## src/rtl/srts_pkg.sv

```systemverilog
// Shared constants, status codes and controller/datapath interface types
// for the shortest-route engine. No dependencies.
package srts_pkg;
	localparam int N_NODES = 16;
	localparam int NODE_W  = 4;
	localparam int CNT_W   = 5;
	localparam int COST_W  = 16;
	localparam int PATH_W  = COST_W + 8;
	localparam int ADDR_W  = 2 * NODE_W;
	localparam int LINKS   = N_NODES * N_NODES;

	localparam logic [PATH_W-1:0] INF = {PATH_W{1'b1}};

	localparam logic [1:0] ST_HOP    = 2'd0;
	localparam logic [1:0] ST_NOPATH = 2'd1;
	localparam logic [1:0] ST_BADSRC = 2'd2;

	localparam logic OP_LINK  = 1'b0;
	localparam logic OP_ROUTE = 1'b1;

	typedef struct packed {
		logic       init;
		logic       scan;
		logic       decide;
		logic       walk;
		logic       out_load;
		logic [1:0] out_code;
		logic       emit_dec;
	} cmd_t;

	typedef struct packed {
		logic bad_src;
		logic scan_done;
		logic no_path;
		logic at_sink;
		logic walk_done;
		logic out_last;
	} stat_t;
endpackage

```

## src/rtl/srts_ctrl.sv

```systemverilog
// Sequencer for the shortest-route engine: init, settle rounds, walk-back, emit.
// Depends on srts_pkg.
module srts_ctrl import srts_pkg::*; (
	input  logic  clk,
	input  logic  arst_n,
	input  logic  in_valid,
	input  logic  op,
	input  logic  out_ready,
	input  stat_t stat,
	output logic  in_ready,
	output logic  out_valid,
	output cmd_t  cmd
);
	typedef enum logic [2:0] {
		S_IDLE, S_INIT, S_SCAN, S_DECIDE, S_WALK, S_LOAD, S_SEND
	} state_t;

	state_t     state_q;
	logic [1:0] code_q;
	logic       out_valid_q;

	assign in_ready  = (state_q == S_IDLE);
	assign out_valid = out_valid_q;

	always_comb begin
		cmd          = '0;
		cmd.init     = (state_q == S_INIT);
		cmd.scan     = (state_q == S_SCAN);
		cmd.decide   = (state_q == S_DECIDE);
		cmd.walk     = (state_q == S_WALK);
		cmd.out_load = (state_q == S_LOAD);
		cmd.out_code = code_q;
		cmd.emit_dec = (state_q == S_SEND) && out_ready && !stat.out_last;
	end

	always_ff @(posedge clk or negedge arst_n) begin
		if (!arst_n) begin
			state_q     <= S_IDLE;
			code_q      <= ST_HOP;
			out_valid_q <= 1'b0;
		end else begin
			case (state_q)
				S_IDLE: begin
					if (in_valid && op == OP_ROUTE) begin
						if (stat.bad_src) begin
							code_q  <= ST_BADSRC;
							state_q <= S_LOAD;
						end else begin
							state_q <= S_INIT;
						end
					end
				end
				S_INIT: state_q <= S_SCAN;
				S_SCAN: begin
					if (stat.scan_done) state_q <= S_DECIDE;
				end
				S_DECIDE: begin
					if (stat.no_path) begin
						code_q  <= ST_NOPATH;
						state_q <= S_LOAD;
					end else if (stat.at_sink) begin
						state_q <= S_WALK;
					end else begin
						state_q <= S_SCAN;
					end
				end
				S_WALK: begin
					if (stat.walk_done) begin
						code_q  <= ST_HOP;
						state_q <= S_LOAD;
					end
				end
				S_LOAD: begin
					out_valid_q <= 1'b1;
					state_q     <= S_SEND;
				end
				S_SEND: begin
					if (out_ready) begin
						out_valid_q <= 1'b0;
						state_q     <= stat.out_last ? S_IDLE : S_LOAD;
					end
				end
				default: state_q <= S_IDLE;
			endcase
		end
	end
endmodule

```

## src/rtl/srts_dp.sv

```systemverilog
// Datapath: link-cost RAM with per-entry valid bits, path costs, predecessors,
// route buffer and result word registers. Depends on srts_pkg.
module srts_dp import srts_pkg::*; (
	input  logic               clk,
	input  logic               arst_n,
	input  cmd_t               cmd,
	input  logic               in_fire,
	input  logic               op,
	input  logic [NODE_W-1:0]  source,
	input  logic [NODE_W-1:0]  target,
	input  logic [COST_W-1:0]  link_cost,
	input  logic               cfg_fire,
	input  logic [CNT_W-1:0]   cfg_data,
	output stat_t              stat,
	output logic [NODE_W-1:0]  hop_node,
	output logic [1:0]         status,
	output logic               last
);
	logic [CNT_W-1:0]  node_count_q;
	logic [COST_W-1:0] link_mem [LINKS];
	logic [LINKS-1:0]  link_vld_q;
	logic [COST_W-1:0] link_rd_s1;
	logic              link_vld_s1;

	logic [PATH_W-1:0] path_q [N_NODES];
	logic [NODE_W-1:0] pred_q [N_NODES];
	logic [NODE_W-1:0] route_q [N_NODES];

	logic [NODE_W-1:0] src_q, best_q, next_q, walk_q, eidx_q, idx_s1;
	logic [PATH_W-1:0] here_q, least_q;
	logic [CNT_W-1:0]  idx_q, hops_q;
	logic              s1_v;

	logic [CNT_W-1:0]  n_w;
	logic [NODE_W-1:0] sink_w;
	logic              issue_w;
	logic [ADDR_W-1:0] rd_addr_w;
	logic [COST_W-1:0] c_w;
	logic [PATH_W:0]   sum_w;
	logic [PATH_W-1:0] sat_w, p_w, new_w;
	logic              upd_w;
	logic [NODE_W-1:0] hop_q;
	logic [1:0]        status_q;
	logic              last_q;

	always_comb begin
		if (node_count_q < CNT_W'(2))            n_w = CNT_W'(2);
		else if (node_count_q > CNT_W'(N_NODES)) n_w = CNT_W'(N_NODES);
		else                                     n_w = node_count_q;
	end
	assign sink_w = NODE_W'(n_w - CNT_W'(1));

	assign issue_w   = cmd.scan && (idx_q < n_w);
	assign rd_addr_w = {best_q, idx_q[NODE_W-1:0]};

	// relax stage: the registered link read meets the stored path cost
	assign c_w   = link_vld_s1 ? link_rd_s1 : '0;
	assign sum_w = {1'b0, here_q} + (PATH_W+1)'(c_w);
	assign sat_w = (sum_w > {1'b0, INF}) ? INF : sum_w[PATH_W-1:0];
	assign p_w   = path_q[idx_s1];
	assign upd_w = (idx_s1 != best_q) && (c_w != '0) && (sat_w < p_w);
	always_comb begin
		if (idx_s1 == best_q) new_w = '0;   // settle the current node
		else if (upd_w)       new_w = sat_w;
		else                  new_w = p_w;
	end

	always_comb begin
		stat.bad_src   = ({1'b0, source} >= n_w) || (source == sink_w);
		stat.scan_done = (idx_q >= n_w) && !s1_v;
		stat.no_path   = (least_q == INF);
		stat.at_sink   = (next_q == sink_w);
		stat.walk_done = (walk_q == src_q) || (hops_q >= n_w - CNT_W'(1));
		stat.out_last  = last_q;
	end

	always_ff @(posedge clk or negedge arst_n) begin
		if (!arst_n) begin
			node_count_q <= CNT_W'(N_NODES);
			link_vld_q   <= '0;
			s1_v         <= 1'b0;
		end else begin
			if (cfg_fire) node_count_q <= cfg_data;
			if (in_fire && op == OP_LINK) link_vld_q[{source, target}] <= 1'b1;
			s1_v <= issue_w;
		end
	end

	always_ff @(posedge clk) begin
		if (in_fire && op == OP_LINK) link_mem[{source, target}] <= link_cost;
		link_rd_s1  <= link_mem[rd_addr_w];
		link_vld_s1 <= link_vld_q[rd_addr_w];
	end

	always_ff @(posedge clk) begin
		if (in_fire) src_q <= source;
		idx_s1 <= idx_q[NODE_W-1:0];
		if (issue_w) idx_q <= idx_q + CNT_W'(1);

		if (cmd.init) begin
			for (int i = 0; i < N_NODES; i++)
				path_q[i] <= (NODE_W'(i) == src_q) ? '0 : INF;
			best_q  <= src_q;
			here_q  <= '0;
			idx_q   <= '0;
			least_q <= INF;
		end else if (s1_v) begin
			path_q[idx_s1] <= new_w;
			if (upd_w) pred_q[idx_s1] <= best_q;
			// strict compare keeps the lowest index among equal costs
			if (new_w != '0 && new_w < least_q) begin
				least_q <= new_w;
				next_q  <= idx_s1;
			end
		end else if (cmd.decide) begin
			best_q  <= next_q;
			here_q  <= least_q;
			idx_q   <= '0;
			least_q <= INF;
			walk_q  <= sink_w;
			hops_q  <= '0;
		end

		if (cmd.walk) begin
			if (!stat.walk_done) begin
				route_q[hops_q[NODE_W-1:0]] <= walk_q;
				hops_q <= hops_q + CNT_W'(1);
				walk_q <= pred_q[walk_q];
			end else begin
				eidx_q <= NODE_W'(hops_q - CNT_W'(1));
			end
		end
		if (cmd.emit_dec) eidx_q <= eidx_q - NODE_W'(1);

		if (cmd.out_load) begin
			status_q <= cmd.out_code;
			if (cmd.out_code == ST_HOP) begin
				hop_q  <= route_q[eidx_q];
				last_q <= (eidx_q == '0);
			end else begin
				hop_q  <= '0;
				last_q <= 1'b1;
			end
		end
	end

	assign hop_node = hop_q;
	assign status   = status_q;
	assign last     = last_q;
endmodule

```

## src/rtl/shortest_route_to_sink.sv

```systemverilog
// Shortest route to sink: dense Dijkstra over a 16x16 link-cost RAM.
// Link write: stored on acceptance, block stays idle. Route query: init, then a scan per settle
// round, up to n-1 rounds, then a walk-back over the predecessors from the sink; each result
// word is loaded, then held until out_ready. One query in flight.
// Reset (arst_n, async): all links cleared, node_count = 16, block idle.
module shortest_route_to_sink import srts_pkg::*; (
	input  logic              clk,
	input  logic              arst_n,
	input  logic              in_valid,
	output logic              in_ready,
	input  logic              op,
	input  logic [NODE_W-1:0] source,
	input  logic [NODE_W-1:0] target,
	input  logic [COST_W-1:0] link_cost,
	output logic              out_valid,
	input  logic              out_ready,
	output logic [NODE_W-1:0] hop_node,
	output logic [1:0]        status,
	output logic              last,
	input  logic              cfg_valid,
	output logic              cfg_ready,
	input  logic [CNT_W-1:0]  cfg_data
);
	cmd_t  cmd;
	stat_t stat;
	logic  in_fire;

	assign cfg_ready = 1'b1;
	assign in_fire   = in_valid && in_ready;

	srts_ctrl u_ctrl (
		.clk, .arst_n, .in_valid, .op, .out_ready, .stat,
		.in_ready, .out_valid, .cmd
	);

	srts_dp u_dp (
		.clk, .arst_n, .cmd, .in_fire, .op, .source, .target, .link_cost,
		.cfg_fire(cfg_valid && cfg_ready), .cfg_data, .stat,
		.hop_node, .status, .last
	);

	a_busy_out: assert property (@(posedge clk) disable iff (!arst_n)
		out_valid |-> !in_ready) else $error("input open while word pending");
	a_stat_last: assert property (@(posedge clk) disable iff (!arst_n)
		(out_valid && status != ST_HOP) |-> last) else $error("status word not last");
	a_query_busy: assert property (@(posedge clk) disable iff (!arst_n)
		(in_fire && op == OP_ROUTE) |=> !in_ready) else $error("query not started");
	a_bad_hop: assert property (@(posedge clk) disable iff (!arst_n)
		(out_valid && status == ST_BADSRC) |-> hop_node == '0) else $error("bad source hop");
endmodule

```

## config.mk

```make
export PLATFORM = sky130hd
export DESIGN_NAME = shortest_route_to_sink
export DESIGN_NICKNAME = d
export VERILOG_FILES = /design/src/rtl/srts_pkg.sv /design/src/rtl/srts_ctrl.sv /design/src/rtl/srts_dp.sv /design/src/rtl/shortest_route_to_sink.sv
export SDC_FILE = /design/constraint.sdc
export NUM_CORES = 2
export LEC_CHECK = 0
export BUFFER_PORTS_ARGS = -buffer_cell sky130_fd_sc_hd__buf_2
export CAP_MARGIN = 40
export CORE_AREA = 2 2 590 592
export DETAILED_ROUTE_END_ITERATION = 7
export DIE_AREA = 0 0 592 594
export PLACE_DENSITY = 0.75
export SYNTH_ARGS = -nofsm -noshare
export SYNTH_HDL_FRONTEND = slang
export SYNTH_MEMORY_MAX_BITS = 65536
export SYNTH_SLANG_ARGS = --single-unit
```

## constraint.sdc

```tcl
create_clock -name clk -period 7.6 [get_ports clk]
set_input_delay 0.76 -clock clk [delete_from_list [all_inputs] [get_ports clk]]
set_output_delay 0.76 -clock clk [all_outputs]
set_load 0.02 [all_outputs]
```

* Yosys cells after proc, flatten, opt, wreduce, memory -nomap -nowiden
Memories as Yosys holds them, arrays and structs flattened. A register that Yosys moved wholly into a read port is not among the register bits. Index checks and enable logic that the tools add are counted.
Word-level totals: register bits after elaboration 354, memory bits (writable) 4608, input port bits 35, output and inout port bits 10, logic and storage cells 198, memories kept 4
Operators by class: $add $sub $neg 6, magnitude comparators 12, equal/unequal tests 35, muxes and demuxes 81, bitwise operators 4, reductions and logical operators 37
Memory list:
- u_dp.link_mem | depth 256, bits a word 16, read ports 1, clocked after memory_dff 1, write ports 1, line srts_dp.sv:20 | logic [COST_W-1:0] link_mem [LINKS];
- u_dp.path_q | depth 16, bits a word 24, read ports 1, clocked after memory_dff 1, write ports 16, line srts_dp.sv:25 | logic [PATH_W-1:0] path_q [N_NODES];
- u_dp.pred_q | depth 16, bits a word 4, read ports 1, clocked after memory_dff 1, write ports 1, line srts_dp.sv:26 | logic [NODE_W-1:0] pred_q [N_NODES];
- u_dp.route_q | depth 16, bits a word 4, read ports 1, clocked after memory_dff 1, write ports 1, line srts_dp.sv:27 | logic [NODE_W-1:0] route_q [N_NODES];
Operator list (count):
- $mux 24 | 23
- $or 256x256->256 | 1
- $mux 5 | 10
- $lt 24x24->1 | 2
- $mux 4 | 12
- $eq 4x4->1 const A | 8
- $add 24x16->25 | 1
- $gt 25x24->1 const B | 1
- $eq 24x24->1 const B | 1
- $mux 3 | 8
- $reduce_bool 24->1 | 1
- $reduce_or 24->1 | 1
- $pmux 3 s7 | 1
- $lt 8x9->1 const B | 2
- $mux 1 | 18
- $eq 3x4->1 const A | 4
- $eq 4x4->1 | 4
- $mux 16 | 1
- $reduce_bool 16->1 | 1
- $logic_and 1x1->1 | 11
- $add 5x1->5 const B | 2
- $ge 5x5->1 | 2
- $reduce_and 2->1 | 5
- $reduce_bool 2->1 | 5
- other kinds (30) | 50

* Longest topological paths before layout
depth in word-level cells 12, depth in mapped cells 37, gate-level depth less buffers 31

* Modules after synthesis
From an unflattened synthesis, not the netlist that was laid out.
Unflattened totals: cell total of the unflattened synthesis 8953, area, all modules 196043.0 µm²
By module, submodules not included:
- srts_dp | times used 1, cells an instance 8902, area an instance 195632.6 µm², seq. area each 147282.5 µm²
- srts_ctrl | times used 1, cells an instance 48, area an instance 392.9 µm², seq. area each 150.1 µm²
- shortest_route_to_sink | times used 1, cells an instance 3, area an instance 17.5 µm², seq. area each 0.0 µm²

* Worst setup path after synthesis
OpenSTA, ideal clock, no wires.
path type register to register, start register u_dp.link_vld_s1, end register u_dp.next_q[0], enable pin, setup time 0.309 ns, arrival time 7.737 ns, data required time 7.291 ns, setup slack -0.446 ns, cell stages (with the launch flop) 36, buffers on the path 6, period minus slack after synthesis 8.046 ns, path through dfxtp_1 -> clkbuf_1 -> and2_1 -> ha_1 -> inv_1 -> fa_1 -> nand2b_1 -> a2111oi_4 -> o21ai_2 -> a211oi_2 -> clkbuf_1 -> or2_2 -> ha_1 -> a21o_1 -> a21o_1 -> a221oi_1 -> o21ai_1 -> o311ai_4 -> nand2_2 -> buf_2 -> buf_2 -> a211o_1 -> clkbuf_1 -> inv_1 -> ha_1 -> a21o_1 -> a21o_1 -> a21o_1 -> a21o_1 -> a211oi_1 -> o21ai_0 -> nor4b_1 -> a21oi_1 -> a211oi_4 -> buf_6 -> and2_1
Between the ends: cells in the longest elaborated chain, start to end 11, elaborated cells on any way between the ends 14, those cells by class add/sub: 1; order compare: 3; mux: 4; reduce/logical: 6
Ends and longest elaborated chain:
- start: declaration | line srts_dp.sv:23 | logic link_vld_s1;
- start signal: assignment | line srts_dp.sv:92 | link_vld_s1 <= link_vld_q[rd_addr_w];
- $mux 16 * | line srts_dp.sv:57 | assign c_w = link_vld_s1 ? link_rd_s1 : '0;
- $add 24x16->25 | line srts_dp.sv:58 | assign sum_w = {1'b0, here_q} + (PATH_W+1)'(c_w);
- $gt 25x24->1 | line srts_dp.sv:59 | assign sat_w = (sum_w > {1'b0, INF}) ? INF : sum_w[PATH_W-1:0];
- $mux 24 | line srts_dp.sv:59
- $lt 24x24->1 | line srts_dp.sv:61 | assign upd_w = (idx_s1 != best_q) && (c_w != '0) && (sat_w < p_w);
- $logic_and 1x1->1 | line srts_dp.sv:61
- $mux 24 * | line srts_dp.sv:64 | else if (upd_w) new_w = sat_w;
- $mux 24 * | line srts_dp.sv:63 | if (idx_s1 == best_q) new_w = '0;
- $lt 24x24->1 / $reduce_bool 24->1 (equally long branches) | line srts_dp.sv:111 | if (new_w != '0 && new_w < least_q) begin
- $logic_and 1x1->1 * | line srts_dp.sv:111
- $reduce_and 3->1 (no source line) *
- end signal: assignment | line srts_dp.sv:113 | next_q <= idx_s1;
- end: declaration | line srts_dp.sv:29 | logic [NODE_W-1:0] src_q, best_q, next_q, walk_q, eidx_q, idx_s1;
Every way passes the cells marked *; elsewhere a longest branch is shown, timed or not. A chain may end at the register's enable or synchronous reset.

* Worst setup path in the final report
start register u_dp.link_vld_s1, end register u_dp.least_q[0]
Between the ends: cells in the longest elaborated chain, start to end 12, elaborated cells on any way between the ends 17, those cells by class add/sub: 1; order compare: 3; eq/ne: 1; mux: 6; reduce/logical: 6
Ends and longest elaborated chain:
- $mux 16 * | line srts_dp.sv:57
- $add 24x16->25 | line srts_dp.sv:58
- $gt 25x24->1 | line srts_dp.sv:59
- $mux 24 | line srts_dp.sv:59
- $lt 24x24->1 | line srts_dp.sv:61
- $logic_and 1x1->1 | line srts_dp.sv:61
- $mux 24 * | line srts_dp.sv:64
- $mux 24 * | line srts_dp.sv:63
- $lt 24x24->1 / $reduce_bool 24->1 (equally long branches) | line srts_dp.sv:111
- $logic_and 1x1->1 | line srts_dp.sv:111
- $ne 2x2->1 (no source line)
- $reduce_and 2->1 (no source line)
- end signal: assignment | line srts_dp.sv:112 | least_q <= new_w;
- end: declaration | line srts_dp.sv:30 | logic [PATH_W-1:0] here_q, least_q;
Every way passes the cells marked *; elsewhere a longest branch is shown, timed or not. The select of a mux whose other input is x is not followed.

==> results.md <==
* Leak pwr at 70.6 nW
* Synth Flop Type: edfxtp_1
* WL final at 512 mm
* CP Class: register to register
* Async set-reset flop share out of synthesis at 0.0538
* Setup slack, reg-to-reg at roughly 0.3 ns
* Mean routed wirelength per cell at 35.3 µm
* PwrDens at 337 mW/mm²
* CTS Buffer Depth at 4
* Final Cycle Share at 0.961
* Crit path to: u_dp.least_q[0]
* HPWL after DPL at 295 mm
* M3 GR Usage at 0.0624
* Synthesized Nets at 9092
* Fin cells at 14500
* Met1 global-route usage at 0.411
* Cell count after placement at about 14000
* Global-route wire length before repair at 734 mm
* GRT Total Usage at 0.293
* Starting DRT DRC Count at 14900
* Grt ovf at 0
* Critical R2R Launch: u_dp.link_vld_s1
* Share of cells above drive strength 1 at 0.330
* Reg-to-reg critical path endpoint: u_dp.least_q[0]
* R2R depth at 31
* Layout Nets at roughly 9600
* Average size of a mapped cell at 21.8 µm²
* Clk sinks at 4982
* CTS tree: yes
* Starting Density at 0.568
* Yosys reg bits at 4982
* Status: finished clean
* Endpoints failing setup at 0
* Critical Path Most Common Cell: a21o_1
* Startpoint types: register
* First-pass iteration count of the detailed router at 6
* # H-tree levels at 5
* CP max stage cell: o21ai_2
* Clk_skew at 0.0640 ns
* Worst skew pair latency at 1.04 ns
* Hold Crit Class: input port to register
* Die X at 592 µm
* Hold WS at 0.0874 ns
* Pre-CTS setup slack at 0.187 ns
* GR peak layer: met2
* Highest Clock Rate at 0.137 GHz
* Worst path max stage delay at 0.43 ns
* PortBufs at 43
* Most frequent cells in the layout: edfxtp_1 (4631), mux4_2 (1580), clkbuf_16 (475)
* CTS Root Cell: clkbuf_16
* Die Ht at 594 µm
* Core area at 0.345 mm²
* Clock buffer count from CTS at 472
* Row cnt at about 220
* Total negative slack at 0 ns
* Critical Path Sink Type: register
* Tmin final at 7.30 ns
* Grt met2 use at 0.459
* Vias at ~100000
* WP data arrival at 8.23 ns
* Max Cap Viol at 0
* Ports at 45
* Worst VDD drop at 0.000281 V
* YS warnings at 0
* Slew headroom at 0.210
* Worst endpoint required time at 8.53 ns
* Worst-margin pin slew at ~1.2 ns
* Seq/Total Area, Yosys at 0.753
* Post-synthesis cell count at 8973
* Synthesized area at 0.196 mm²
* Antenna-violating nets left at 0
* RSZ-0062 raised after global routing: no
* Worst setup path start: u_dp.link_vld_s1
* Post-synth EDFFs at 4631
* Layout area overhead at 13.0%
* Die area at 0.352 mm²
* Initial antenna violation count at 40
* Critical path fanouts, max at 16
* Max Transition Viols Final at 0
* Remaining DRCs at 0
* Unique masters post-synth at 75
* Largest net degree at the start of global routing at 180
* Total Power at 74.6 mW
* Commonest non-fill, non-tap cell in the layout: edfxtp_1
* Setup ws final at a little under 0.3 ns
* RePlAce Congestion at 0.903
* Clock Pin Slew Worst Setup and Hold Paths at 0.06 ns
* Via density per instance at 6.85
* Vias in the first global route at about 100k
* Final Hold Vio Count at 0
worst min-delay path by stage:
stage	cells after the start	end	slack, ns	startpoint
after floorplan	0	u_dp.idx_s1[2]	0.35	u_dp.idx_q[2]
after global placement	1	u_dp.link_vld_q[191]	0.44	u_dp.link_vld_q[191]
after detailed placement	1	u_dp.link_vld_q[175]	0.45	u_dp.link_vld_q[175]
after CTS	1	u_dp.link_mem[64][10]	0.03	link_cost[10]
after global routing	1	u_dp.link_mem[64][10]	0.06	link_cost[10]
final	1	u_dp.link_mem[70][10]	0.09	link_cost[10]
sequential cells by signal, summed over array words and instances (netlist names), 2 cells and up:
signal / count
u_dp.route_q: 64
u_dp.hop_node: 4
u_dp.hops_q: 5
u_ctrl.code_q: 2
u_dp.status: 2
u_dp.eidx_q: 4
u_dp.least_q: 24
u_dp.node_count_q: 5
u_dp.link_rd_s1: 16
u_dp.here_q: 24
u_dp.idx_s1: 4
u_dp.path_q: 384
u_dp.pred_q: 64
u_dp.link_mem: 4096
u_ctrl.state_q: 3
u_dp.best_q: 4
u_dp.walk_q: 4
u_dp.src_q: 4
u_dp.link_vld_q: 256
u_dp.idx_q: 5
u_dp.next_q: 4
synthesized netlist by cell type (51+ instances only):
library cell | count | area, µm²
buf_1 | 96 | 360
nor2_1 | 355 | 1330
nand2_1 | 157 | 589
edfxtp_1 | 4631 | 139000
a21oi_1 | 63 | 315
dfrtp_1 | 267 | 6680
clkbuf_1 | 382 | 1430
mux2i_1 | 51 | 510
or2_2 | 262 | 1640
o21ai_0 | 444 | 2220
inv_1 | 85 | 319
dfxtp_1 | 83 | 1660
mux4_2 | 1580 | 35600
ha_1 | 83 | 1040
worst max-delay path: cells and delay by family (launching register included):
family,cells,cell delay (ns)
AO/OA/AOI/OAI,17,4.07
AND/OR/NAND/NOR,5,0.94
adder cells (fa/ha/maj),3,0.93
buffers and inverters,5,0.77
flip-flops,1,0.32
multiplexers,1,0.21
timing repair:
item,4_1_cts,5_1_grt
setup buffers,0,1
gates resized for setup,0,11
endpoints found under the hold margin,87,0
endpoints found under the setup margin,0,28
hold buffers,9,0
report_power, final:
part | internal (mW) | switching [mW] | leakage [nW] | total, mW
clock network | 13.7 | 10.2 | 7.68 | 23.9
logic | 8.18 | 11.2 | 17.3 | 19.4
registers | 30.8 | 0.490 | 45.7 | 31.3
per-layer routing:
| metal | share of wire | vias to the layer above | wire length, µm |
|---|---|---|---|
| met1 | 0.36 | 53100 | 187000 |
| met4 | 0.042 | 14 | 21500 |
| met2 | 0.48 | 6791 | 247000 |
| li1 | - | 38500 | - |
| met3 | 0.11 | 1039 | 56800 |
| met5 | 0.00016 | - | 82 |
through the flow:
stage | util | area [µm²]
floorplan | - | 196000
global placement | 0.592 | 204000
detailed placement | 0.594 | 205000
CTS | 0.640 | 221000
global route | 0.641 | 221000
finish | 0.641 | 221000
cell type report:
type	count	area (µm²)
Sequential cell	4982	147000
Timing Repair Buffer	596	5560
Clock buffer	651	13000
Fill cell	21600	124000
Tap cell	4578	5730
Clock inverter	239	2720
Antenna cell	17	42.5
Inverter	85	319
Multi-Input combinational cell	3378	46400
kinds of logic (layout without fill, tap and decap cells):
| family | count (synthesis) | count (layout) | share of synthesized area |
|---|---|---|---|
| xor+xnor | 38 | 38 | 0.00170 |
| mux | 1640 | 1640 | 0.185 |
| other cells | 1 | 18 | 0.0000191 |
| compound gates | 653 | 653 | 0.0192 |
| fa+ha+maj | 84 | 84 | 0.00540 |
| simple gates | 962 | 962 | 0.0241 |
| flops | 4982 | 4982 | 0.753 |
| buf+inv | 613 | 1571 | 0.0123 |
(Power assumes the default switching activity.)
